--- src/rtl/dweo_pkg.sv ---
// Shared constants, register indexes and sequencer states for the wheel odometry block.
`timescale 1ns / 1ps

package dweo_pkg;

  // Default widths of the encoder counters, the running totals and the timestamp.
  localparam int COUNTER_BITS_DEF = 16;
  localparam int TOTAL_BITS_DEF   = 48;
  localparam int TIME_BITS_DEF    = 32;

  // Fixed widths of the scale registers and of the result fields.
  localparam int SCALE_W     = 20;
  localparam int DIST_W      = 36;
  localparam int TOTAL_OUT_W = 48;
  localparam int CFG_IDX_W   = 1;

  // Scale values after reset, in nanometres per count.
  localparam logic [SCALE_W-1:0] LEFT_SCALE_RST  = SCALE_W'(52300);
  localparam logic [SCALE_W-1:0] RIGHT_SCALE_RST = SCALE_W'(47070);

  // Configuration register indexes.
  localparam logic [CFG_IDX_W-1:0] REG_LEFT_SCALE  = 1'b0;
  localparam logic [CFG_IDX_W-1:0] REG_RIGHT_SCALE = 1'b1;

  // Wheel selector values.
  localparam logic WHEEL_LEFT  = 1'b0;
  localparam logic WHEEL_RIGHT = 1'b1;

  // Sequencer states.
  typedef enum logic [2:0] {
    ST_IDLE,
    ST_MUL,
    ST_SAT,
    ST_TOT,
    ST_DIV,
    ST_DONE
  } dweo_state_t;

endpackage

--- src/rtl/dual_wheel_encoder_odometry_unit.sv ---
// Top level of the dual wheel encoder odometry unit with its shared arithmetic sequencer.
`timescale 1ns / 1ps

// Dual wheel encoder odometry unit.
// Input channel (in_valid / in_stall): one item is a sample of both wheel counters
// and a microsecond timestamp. Output channel (out_valid / out_stall): one item per
// input item carrying per-wheel distance, speed and running total, the period and a
// zero-period flag. The scale registers are written through cfg_wr_en, cfg_index and
// cfg_data, and only while the block is idle: a rule for the user that the block
// itself does not enforce. An item with a non-zero period is worked through per wheel
// as one multiply, one saturation, one total update and 36 restoring division steps
// through a single shared subtractor; then a hand-over state loads the result into the
// output register and an idle state comes before the next acceptance. With a zero
// period the divisions are skipped. in_stall is high while an item is being worked on.
// A stalled result is held in the output register; the next item is accepted and
// processed meanwhile, and waits at its end until the output register is free.
// Reset clears the previous counters, timestamp and totals to zero, loads the
// default scales and empties the output register.
module dual_wheel_encoder_odometry_unit #(
  parameter int COUNTER_BITS = dweo_pkg::COUNTER_BITS_DEF,
  parameter int TOTAL_BITS   = dweo_pkg::TOTAL_BITS_DEF,
  parameter int TIME_BITS    = dweo_pkg::TIME_BITS_DEF
) (
  input  logic                                 clk,
  input  logic                                 rst,
  // Configuration write port
  input  logic                                 cfg_wr_en,
  input  logic [dweo_pkg::CFG_IDX_W-1:0]       cfg_index,
  input  logic [dweo_pkg::SCALE_W-1:0]         cfg_data,
  // Input channel
  input  logic                                 in_valid,
  output logic                                 in_stall,
  input  logic [COUNTER_BITS-1:0]              left_count,
  input  logic [COUNTER_BITS-1:0]              right_count,
  input  logic [TIME_BITS-1:0]                 timestamp_us,
  // Output channel
  output logic                                 out_valid,
  input  logic                                 out_stall,
  output logic signed [dweo_pkg::DIST_W-1:0]   left_distance_nm,
  output logic signed [dweo_pkg::DIST_W-1:0]   right_distance_nm,
  output logic signed [dweo_pkg::DIST_W-1:0]   left_speed_mm_s,
  output logic signed [dweo_pkg::DIST_W-1:0]   right_speed_mm_s,
  output logic signed [dweo_pkg::TOTAL_OUT_W-1:0] left_total_nm,
  output logic signed [dweo_pkg::TOTAL_OUT_W-1:0] right_total_nm,
  output logic [TIME_BITS-1:0]                 period_us,
  output logic                                 period_zero
);

  import dweo_pkg::*;

  // Product width: signed delta times unsigned scale, at least one bit over the distance.
  localparam int PROD_RAW = COUNTER_BITS + SCALE_W + 1;
  localparam int PROD_W   = (PROD_RAW > DIST_W) ? PROD_RAW : DIST_W + 1;
  localparam int CNT_W    = $clog2(DIST_W);
  localparam logic [CNT_W-1:0] DIV_LAST = CNT_W'(DIST_W - 1);

  // Saturation limits.
  localparam logic signed [DIST_W-1:0] DIST_MAX = {1'b0, {(DIST_W-1){1'b1}}};
  localparam logic signed [DIST_W-1:0] DIST_MIN = {1'b1, {(DIST_W-1){1'b0}}};
  localparam logic signed [TOTAL_BITS-1:0] TOT_MAX = {1'b0, {(TOTAL_BITS-1){1'b1}}};
  localparam logic signed [TOTAL_BITS-1:0] TOT_MIN = {1'b1, {(TOTAL_BITS-1){1'b0}}};

  dweo_state_t state, state_next;

  // Configuration and history registers.
  logic [SCALE_W-1:0]             left_scale;
  logic [SCALE_W-1:0]             right_scale;
  logic [COUNTER_BITS-1:0]        prev_left;
  logic [COUNTER_BITS-1:0]        prev_right;
  logic [TIME_BITS-1:0]           prev_time;
  logic signed [TOTAL_BITS-1:0]   total [2];

  // Working registers of the current item.
  logic signed [COUNTER_BITS-1:0] delta [2];
  logic signed [DIST_W-1:0]       distance [2];
  logic signed [DIST_W-1:0]       speed [2];
  logic [TIME_BITS-1:0]           period;
  logic                           pz;
  logic                           wheel;
  logic signed [PROD_W-1:0]       prod;
  logic [DIST_W-1:0]              quo;
  logic [TIME_BITS-1:0]           rem;
  logic                           div_neg;
  logic [CNT_W-1:0]               cnt;

  // Control decoded from the state.
  logic in_take;
  logic out_load;
  logic wheel_end;
  logic div_last;

  // Datapath signals.
  logic signed [COUNTER_BITS-1:0] mul_a;
  logic [SCALE_W-1:0]             mul_b;
  logic signed [PROD_W-1:0]       prod_full;
  logic                           prod_ones;
  logic                           prod_zeros;
  logic signed [DIST_W-1:0]       dist_cur;
  logic [DIST_W-1:0]              dist_mag;
  logic signed [TOTAL_BITS:0]     tot_sum;
  logic [TIME_BITS:0]             rem_sh;
  logic [TIME_BITS+1:0]           rem_diff;
  logic                           rem_ge;
  logic [DIST_W-1:0]              quo_next;

  // Next state of the sequencer.
  always_comb begin
    state_next = state;
    case (state)
      ST_IDLE: begin
        if (in_valid) begin
          state_next = ST_MUL;
        end
      end
      ST_MUL: state_next = ST_SAT;
      ST_SAT: state_next = ST_TOT;
      ST_TOT: begin
        if (pz) begin
          state_next = (wheel == WHEEL_RIGHT) ? ST_DONE : ST_MUL;
        end else begin
          state_next = ST_DIV;
        end
      end
      ST_DIV: begin
        if (cnt == DIV_LAST) begin
          state_next = (wheel == WHEEL_RIGHT) ? ST_DONE : ST_MUL;
        end
      end
      ST_DONE: begin
        if (!out_valid || !out_stall) begin
          state_next = ST_IDLE;
        end
      end
      default: state_next = ST_IDLE;
    endcase
  end

  // Control outputs of the sequencer.
  always_comb begin
    in_stall  = (state != ST_IDLE);
    in_take   = (state == ST_IDLE) && in_valid;
    out_load  = (state == ST_DONE) && (!out_valid || !out_stall);
    div_last  = (state == ST_DIV) && (cnt == DIV_LAST);
    wheel_end = ((state == ST_TOT) && pz) || div_last;
  end

  // Shared multiplier: the selected wheel's delta times its scale.
  assign mul_a     = delta[wheel];
  assign mul_b     = (wheel == WHEEL_RIGHT) ? right_scale : left_scale;
  assign prod_full = PROD_W'(mul_a) * PROD_W'($signed({1'b0, mul_b}));

  // The product fits the distance range when all bits from the sign of the range up agree.
  assign prod_ones  = &prod[PROD_W-1:DIST_W-1];
  assign prod_zeros = ~|prod[PROD_W-1:DIST_W-1];

  // Total update with saturation at the signed limits.
  assign dist_cur = distance[wheel];
  assign dist_mag = dist_cur[DIST_W-1] ? DIST_W'(-dist_cur) : DIST_W'(dist_cur);
  assign tot_sum  = (TOTAL_BITS+1)'(total[wheel]) + (TOTAL_BITS+1)'(dist_cur);

  // One restoring division step on the distance magnitude.
  assign rem_sh   = {rem, quo[DIST_W-1]};
  assign rem_diff = {1'b0, rem_sh} - {2'b00, period};
  assign rem_ge   = !rem_diff[TIME_BITS+1];
  assign quo_next = {quo[DIST_W-2:0], rem_ge};

  // Sequencer and history registers.
  always_ff @(posedge clk) begin
    if (rst) begin
      state       <= ST_IDLE;
      left_scale  <= LEFT_SCALE_RST;
      right_scale <= RIGHT_SCALE_RST;
      prev_left   <= '0;
      prev_right  <= '0;
      prev_time   <= '0;
      total[0]    <= '0;
      total[1]    <= '0;
      wheel       <= WHEEL_LEFT;
      cnt         <= '0;
      out_valid   <= 1'b0;
    end else begin
      state <= state_next;

      // Scale registers; the user must write them only while the block is idle; the block does not enforce it.
      if (cfg_wr_en) begin
        case (cfg_index)
          REG_LEFT_SCALE:  left_scale  <= cfg_data;
          REG_RIGHT_SCALE: right_scale <= cfg_data;
          default: ;
        endcase
      end

      // The sample becomes the new reference point when it is accepted.
      if (in_take) begin
        prev_left  <= left_count;
        prev_right <= right_count;
        prev_time  <= timestamp_us;
        wheel      <= WHEEL_LEFT;
      end

      if (state == ST_TOT) begin
        if (tot_sum[TOTAL_BITS] != tot_sum[TOTAL_BITS-1]) begin
          total[wheel] <= tot_sum[TOTAL_BITS] ? TOT_MIN : TOT_MAX;
        end else begin
          total[wheel] <= tot_sum[TOTAL_BITS-1:0];
        end
        cnt <= '0;
      end

      if (state == ST_DIV) begin
        cnt <= cnt + CNT_W'(1);
      end

      if (wheel_end) begin
        wheel <= ~wheel;
      end

      // Output register handshake.
      if (out_load) begin
        out_valid <= 1'b1;
      end else if (!out_stall) begin
        out_valid <= 1'b0;
      end
    end
  end

  // Working registers of the arithmetic unit.
  always_ff @(posedge clk) begin
    if (in_take) begin
      delta[0] <= $signed(left_count - prev_left);
      delta[1] <= $signed(right_count - prev_right);
      period   <= timestamp_us - prev_time;
      pz       <= (timestamp_us == prev_time);
    end

    if (state == ST_MUL) begin
      prod <= prod_full;
    end

    if (state == ST_SAT) begin
      if (prod_ones || prod_zeros) begin
        distance[wheel] <= prod[DIST_W-1:0];
      end else begin
        distance[wheel] <= prod[PROD_W-1] ? DIST_MIN : DIST_MAX;
      end
    end

    // Load the divider with the distance magnitude.
    if (state == ST_TOT) begin
      quo     <= dist_mag;
      rem     <= '0;
      div_neg <= dist_cur[DIST_W-1];
      if (pz) begin
        speed[wheel] <= '0;
      end
    end

    if (state == ST_DIV) begin
      quo <= quo_next;
      rem <= rem_ge ? rem_diff[TIME_BITS-1:0] : rem_sh[TIME_BITS-1:0];
      if (div_last) begin
        speed[wheel] <= div_neg ? -$signed(quo_next) : $signed(quo_next);
      end
    end

    // Result item into the output register.
    if (out_load) begin
      left_distance_nm  <= distance[0];
      right_distance_nm <= distance[1];
      left_speed_mm_s   <= speed[0];
      right_speed_mm_s  <= speed[1];
      left_total_nm     <= TOTAL_OUT_W'(total[0]);
      right_total_nm    <= TOTAL_OUT_W'(total[1]);
      period_us         <= period;
      period_zero       <= pz;
    end
  end

endmodule

--- config.mk ---
export PLATFORM = sky130hd
export DESIGN_NAME = dual_wheel_encoder_odometry_unit
export DESIGN_NICKNAME = d
export VERILOG_FILES = /design/src/rtl/dweo_pkg.sv /design/src/rtl/dual_wheel_encoder_odometry_unit.sv
export SDC_FILE = /design/constraint.sdc
export NUM_CORES = 2
export LEC_CHECK = 0
export ABC_AREA = 1
export BUFFER_PORTS_ARGS = -buffer_cell sky130_fd_sc_hd__buf_4
export CORE_AREA = 10 10 299 301
export CTS_BUF_LIST = sky130_fd_sc_hd__clkbuf_4 sky130_fd_sc_hd__clkbuf_8
export CTS_CLUSTER_DIAMETER = 30
export DETAILED_ROUTE_END_ITERATION = 10
export DIE_AREA = 0 0 309 311
export PLACE_DENSITY_LB_ADDON = 0.12
export SETUP_SLACK_MARGIN = 0.02
export SKIP_CTS_REPAIR_TIMING = 1
export SYNTH_ARGS = -nofsm -noshare
export SYNTH_HDL_FRONTEND = slang
export SYNTH_SLANG_ARGS = --single-unit
export TNS_END_PERCENT = 30
--- constraint.sdc ---
create_clock -name clk -period 42.8 [get_ports clk]
set_clock_uncertainty 0.05 [all_clocks]
set_input_delay 4.28 -clock clk [delete_from_list [all_inputs] [get_ports clk]]
set_output_delay 4.28 -clock clk [all_outputs]
set_load 0.05 [all_outputs]
* Word level (Yosys, flattened, before mapping)
Memories as Yosys holds them, arrays and structs flattened. A register that Yosys moved wholly into a read port is not among the register bits.
Index checks and enable logic that the tools add are counted.
** Operators by class
- Multiply operators :: 1
- Add/sub/neg operators :: 8
- Multiplexer cells :: 58
- Eq/ne operators :: 12
- Bitwise logic cells :: 5
- Reduce and logical (&&, ||, !) cells :: 21
** Operators with widths (number)
- 36-bit two-way mux :: 7
- 48-bit two-way mux :: 3
- 32-bit two-way mux :: 3
- 36-bit negator :: 2
- 48-bit by 36-bit adder with 49-bit output :: 1
- 48-bit OR reduction :: 1
- 16-bit by 21-bit multiplier with 37-bit output :: 1
- 1-bit two-way mux :: 36
- 33-bit by 32-bit subtractor with 34-bit output :: 1
- 32-bit == test :: 1
- 16-bit subtractor :: 2
- 32-bit subtractor :: 1
- 20-bit two-way mux :: 1
- 3-bit one-hot mux with 6 select lines :: 1
- 3-bit two-way mux :: 5
- 6-bit two-way mux :: 2
- 6-bit by 1-bit adder with 6-bit output (second input constant) :: 1
- 3-bit by 2-bit == test with 1-bit output (second input constant) :: 2
- 3-bit == test (second input constant) :: 2
- 6-bit == test (second input constant) :: 1
- 2-bit != test (second input constant) :: 3
- 2-bit AND reduction :: 3
- 1-bit logical AND :: 4
- 1-bit logical NOT :: 4
- other kinds (11) :: 17
** Storage, ports and cells
- Memory bits (writable) :: 272
- Logic and storage cells :: 126
- Bits of input ports :: 90
- Memories :: 4
- Register bits :: 287
- Output and inout bits :: 275
** Memory list
- total :: words 2, bits a word 48, read ports 3, clocked after Yosys merged registers in 3, write ports 2, line dual_wheel_encoder_odometry_unit.sv:71 : logic signed [TOTAL_BITS-1:0] total [2];
- distance :: words 2, bits a word 36, read ports 3, clocked after Yosys merged registers in 3, write ports 1, line dual_wheel_encoder_odometry_unit.sv:75 : logic signed [DIST_W-1:0] distance [2];
- speed :: words 2, bits a word 36, read ports 2, clocked after Yosys merged registers in 2, write ports 1, line dual_wheel_encoder_odometry_unit.sv:76 : logic signed [DIST_W-1:0] speed [2];
- delta :: words 2, bits a word 16, read ports 1, clocked after Yosys merged registers in 1, write ports 2, line dual_wheel_encoder_odometry_unit.sv:74 : logic signed [COUNTER_BITS-1:0] delta [2];

* Logic depth before layout (Yosys ltp)
- Depth after elaboration :: 9
- Depth in mapped cells :: 31
- Depth with buffers taken out :: 27

* Worst setup path after synthesis
No wires, ideal clock.
- Path type :: in2reg
- From :: input out_stall
- To :: register left_distance_nm[0] (netlist name), read port of distance (enable)
- Stages :: 1
- Slack :: 24.373 ns
- Library setup time :: 1.000 ns
- Data arrival time :: 17.376 ns
- Path buffers :: 0
- Data required time :: 41.750 ns
- Path through :: a21oi_1
** Between the ends
- Cells in the longest elaborated chain, start to end :: 3
** Ends and longest elaborated chain
- start, declared :: line dual_wheel_encoder_odometry_unit.sv:38 : input logic out_stall,
- 1-bit logical NOT
- 1-bit logical OR :: line dual_wheel_encoder_odometry_unit.sv:142 : out_load = (state == ST_DONE) && (!out_valid || !out_stall);
- 1-bit logical AND :: line dual_wheel_encoder_odometry_unit.sv:142
- end, declared :: line dual_wheel_encoder_odometry_unit.sv:39 : output logic signed [dweo_pkg::DIST_W-1:0] left_distance_nm,
No other way between the ends.
A chain may end at the register's enable or synchronous reset.

==> impl_metrics.json <==
{
  "status": "completed",
  "synth_nets": 5898,
  "avgSynthCellArea_um2": 9.423,
  "fmax_ghz": 0.1238,
  "fin_setup_tns_ns": 0,
  "numCtsBuffers": 156,
  "cts_tree": "done",
  "syn2layout_area_growth_pct": 15.32,
  "layout.nets": 6327,
  "cts-htree-levels": 4,
  "async_flop_share_pct": 0,
  "ios": 365,
  "synthFlopType": "edfxtp_1",
  "clk_pin_slew_ns": 0.06,
  "antenna_found_initial": 11,
  "tightest_slew_ns": 1.271,
  "start_util_pct": 59.72,
  "synth_edf_count": 684,
  "netlist_area_um2": 49740,
  "route.final.wire_length_um": 145600,
  "worst-path-max-fanout": 69,
  "cp.arrival_ns": 8.59,
  "ant_nets": 0,
  "cp.required_ns": 43.31,
  "worst_path_max_delay_cell": "dfxtp_4",
  "globalplace.congestion": 1.012,
  "netlist_instances": 5279,
  "fin_crit_ns": 8.075,
  "hold_viol": 0,
  "grt_usage_pct": 29.86,
  "timing.rr.end": "prod[32]",
  "drtIter0Drc": 3317,
  "ys_types": 57,
  "die_height_um": 311,
  "wl_met1_um": 57140,
  "dp_hpwl_um": 112700,
  "endpoint": "prod[32]",
  "start_kind": "register",
  "vias": 38780,
  "multi_input_area_um2": 23300,
  "stdcell_count": 6917,
  "post-route-drc-count": 0,
  "cpMostUsedCell": "fa_1",
  "slew_headroom_pct": 14.40,
  "synth.yosys.seq_area_share_pct": 45.96,
  "slowest_delay_ns": 0.95,
  "synth-seq-cells": 800,
  "clock_sinks": 800,
  "rsz0062_at_grt": "no",
  "portBuffers": 364,
  "reg2reg_depth": 25,
  "cts.path.max_buffers": 3,
  "grt_overflow": 0,
  "nFillCells": 6643,
  "core_area_um2": 83290,
  "cp-end-kind": "register",
  "placed_cells": 6630,
  "dieWidth_um": 309,
  "whs_path_depth": 0,
  "maxCapViolations": 0,
  "finalMaxSlewViolations": 0,
  "ys_warn_count": 0,
  "dr.pass1.iters": 6,
  "grt_pass1_vias": 38570,
  "register_area_um2": 22870,
  "die-area_um2": 96100,
  "top_layer_used": "met4",
  "crit_type": "reg2reg",
  "grt_pass1_wl_um": 221500,
  "period_share_pct": 18.87,
  "dr_wl_met2_um": 70730,
  "insertion_delay_ns": 0.84,
  "worstHoldPathType": "reg2reg",
  "num_rows": 106,
  "setup_viol": 0,
  "avgRoutedWirePerCell_um": 21.05,
  "grt_max_degree": 114,
  "regToRegSetupSlack_ns": 34.72,
  "cts_root_buffer": "clkbuf_8",
  "drive_above_1_share_pct": 15.25,
  "met3_length_um": 11250,
  "via_per_inst": 5.606
}
metal layers:
metal,up-vias,GRT usage [%]
met5,-,0
met4,0,13.37
met3,297,5.349
met2,1600,50.07
met1,18550,37.35
li1,18330,-
synthesized netlist by cell type (16+ instances only):
master / number / share of area [%]
o21ai_1: 34 / 0.34
clkbuf_1: 113 / 0.85
nor2_2: 16 / 0.20
nor2_1: 492 / 3.7
a21o_1: 16 / 0.24
edfxtp_1: 684 / 41
inv_2: 20 / 0.15
dfxtp_1: 116 / 4.7
nand3_2: 26 / 0.52
xnor2_1: 60 / 1.1
o21bai_1: 30 / 0.45
nand4_1: 46 / 0.58
a21oi_1: 390 / 3.9
nand3_1: 165 / 1.7
or2_2: 51 / 0.64
fa_1: 255 / 10
inv_1: 754 / 5.7
a21oi_2: 39 / 0.69
xor2_1: 119 / 2.1
a31oi_1: 16 / 0.20
nand2_1: 1025 / 7.7
nor3_1: 43 / 0.43
ha_1: 274 / 6.9
buf_2: 22 / 0.22
o21ai_0: 336 / 3.4
placed cells by master, fill, tap and decap left out, drive strengths merged, types with 3 or more instances in the layout:
cell      netlist  layout
a211oi          5       5
a21boi         12      12
a21o           16      16
a21oi         429     429
a221oi          4       4
a31oi          16      16
buf            41     425
bufinv          0      26
clkbuf        113     190
clkinv         14      50
clkinvlp        0      15
dfxtp         116     116
diode           0       6
edfxtp        684     684
fa            255     255
ha            274     274
inv           775     789
nand2        1030    1030
nand3         191     191
nand3b          4       4
nand4          46      46
nor2          510     510
nor3           43      43
nor4           12      12
o2111ai         3       3
o211ai          7       7
o21a            9       9
o21ai         383     383
o21bai         30      30
o221ai          4       4
o31ai           5       5
or2            55      55
xnor2          60      60
xor2          120     120
cells by family after synthesis:
| group | synth area share [%] |
|---|---|
| multiplexers | 0.02012 |
| flip-flops | 45.96 |
| XOR/XNOR | 3.184 |
| AND/OR/NAND/NOR | 15.92 |
| buffers and inverters | 7.410 |
| adder cells (fa/ha/maj) | 17.15 |
| AO/OA/AOI/OAI | 10.35 |
sequential cells by signal (all words and copies together) (netlist names), 3 cells and up, named ones only:
| signal | count |
|---|---|
| cnt | 6 |
| delta | 32 |
| distance | 72 |
| left_distance_nm | 36 |
| left_scale | 20 |
| left_speed_mm_s | 36 |
| left_total_nm | 48 |
| period | 32 |
| period_us | 32 |
| prev_left | 16 |
| prev_right | 16 |
| prev_time | 32 |
| prod | 37 |
| quo | 36 |
| rem | 32 |
| right_distance_nm | 36 |
| right_scale | 20 |
| right_speed_mm_s | 36 |
| right_total_nm | 48 |
| speed | 72 |
| state | 3 |
| total | 96 |
critical path: cells and delay by family (launching register included):
family	cells	cell delay, ns
AO/OA/AOI/OAI	6	1.03
AND/OR/NAND/NOR	4	0.77
flip-flops	1	0.95
XOR/XNOR	1	0.15
adder cells (fa/ha/maj)	7	3.47
buffers and inverters	7	1.35
how the worst min path moves through the flow:
stage,start,to,slack (ns)
global placement,speed[0][11],left_speed_mm_s[11],0.35
finish,speed[0][10],left_speed_mm_s[10],0.36
global route,speed[1][8],right_speed_mm_s[8],0.36
floorplan,speed[0][0],left_speed_mm_s[0],0.35
detailed placement,speed[0][10],left_speed_mm_s[10],0.35
CTS,speed[1][8],right_speed_mm_s[8],0.36
area by class of cell:
class	count	share of cell area, %
Clock inverter	91	2.140
Timing Repair Buffer	425	5.562
Antenna cell	6	0.02617
Sequential cell	800	39.86
Multi-Input combinational cell	3536	40.61
Inverter	789	5.167
Clock buffer	190	4.275
Tap cell	1080	2.356
metrics by stage:
step | instance area [µm²] | worst slack (ns) | hold slack [ns] | utilization [%]
after floorplan | 49740 | 24.37 | 0.3503 | -
after global placement | 53670 | 34.64 | 0.3506 | 64.44
after detailed placement | 53670 | 34.55 | 0.3545 | 64.44
after CTS | 57350 | 34.80 | 0.3614 | 68.86
after global routing | 57370 | 34.24 | 0.3591 | 68.87
final | 57370 | 34.72 | 0.3640 | 68.87
Power is not shown: default switching activity piles up to over one toggle a cycle in this logic, so the estimate is an artifact.
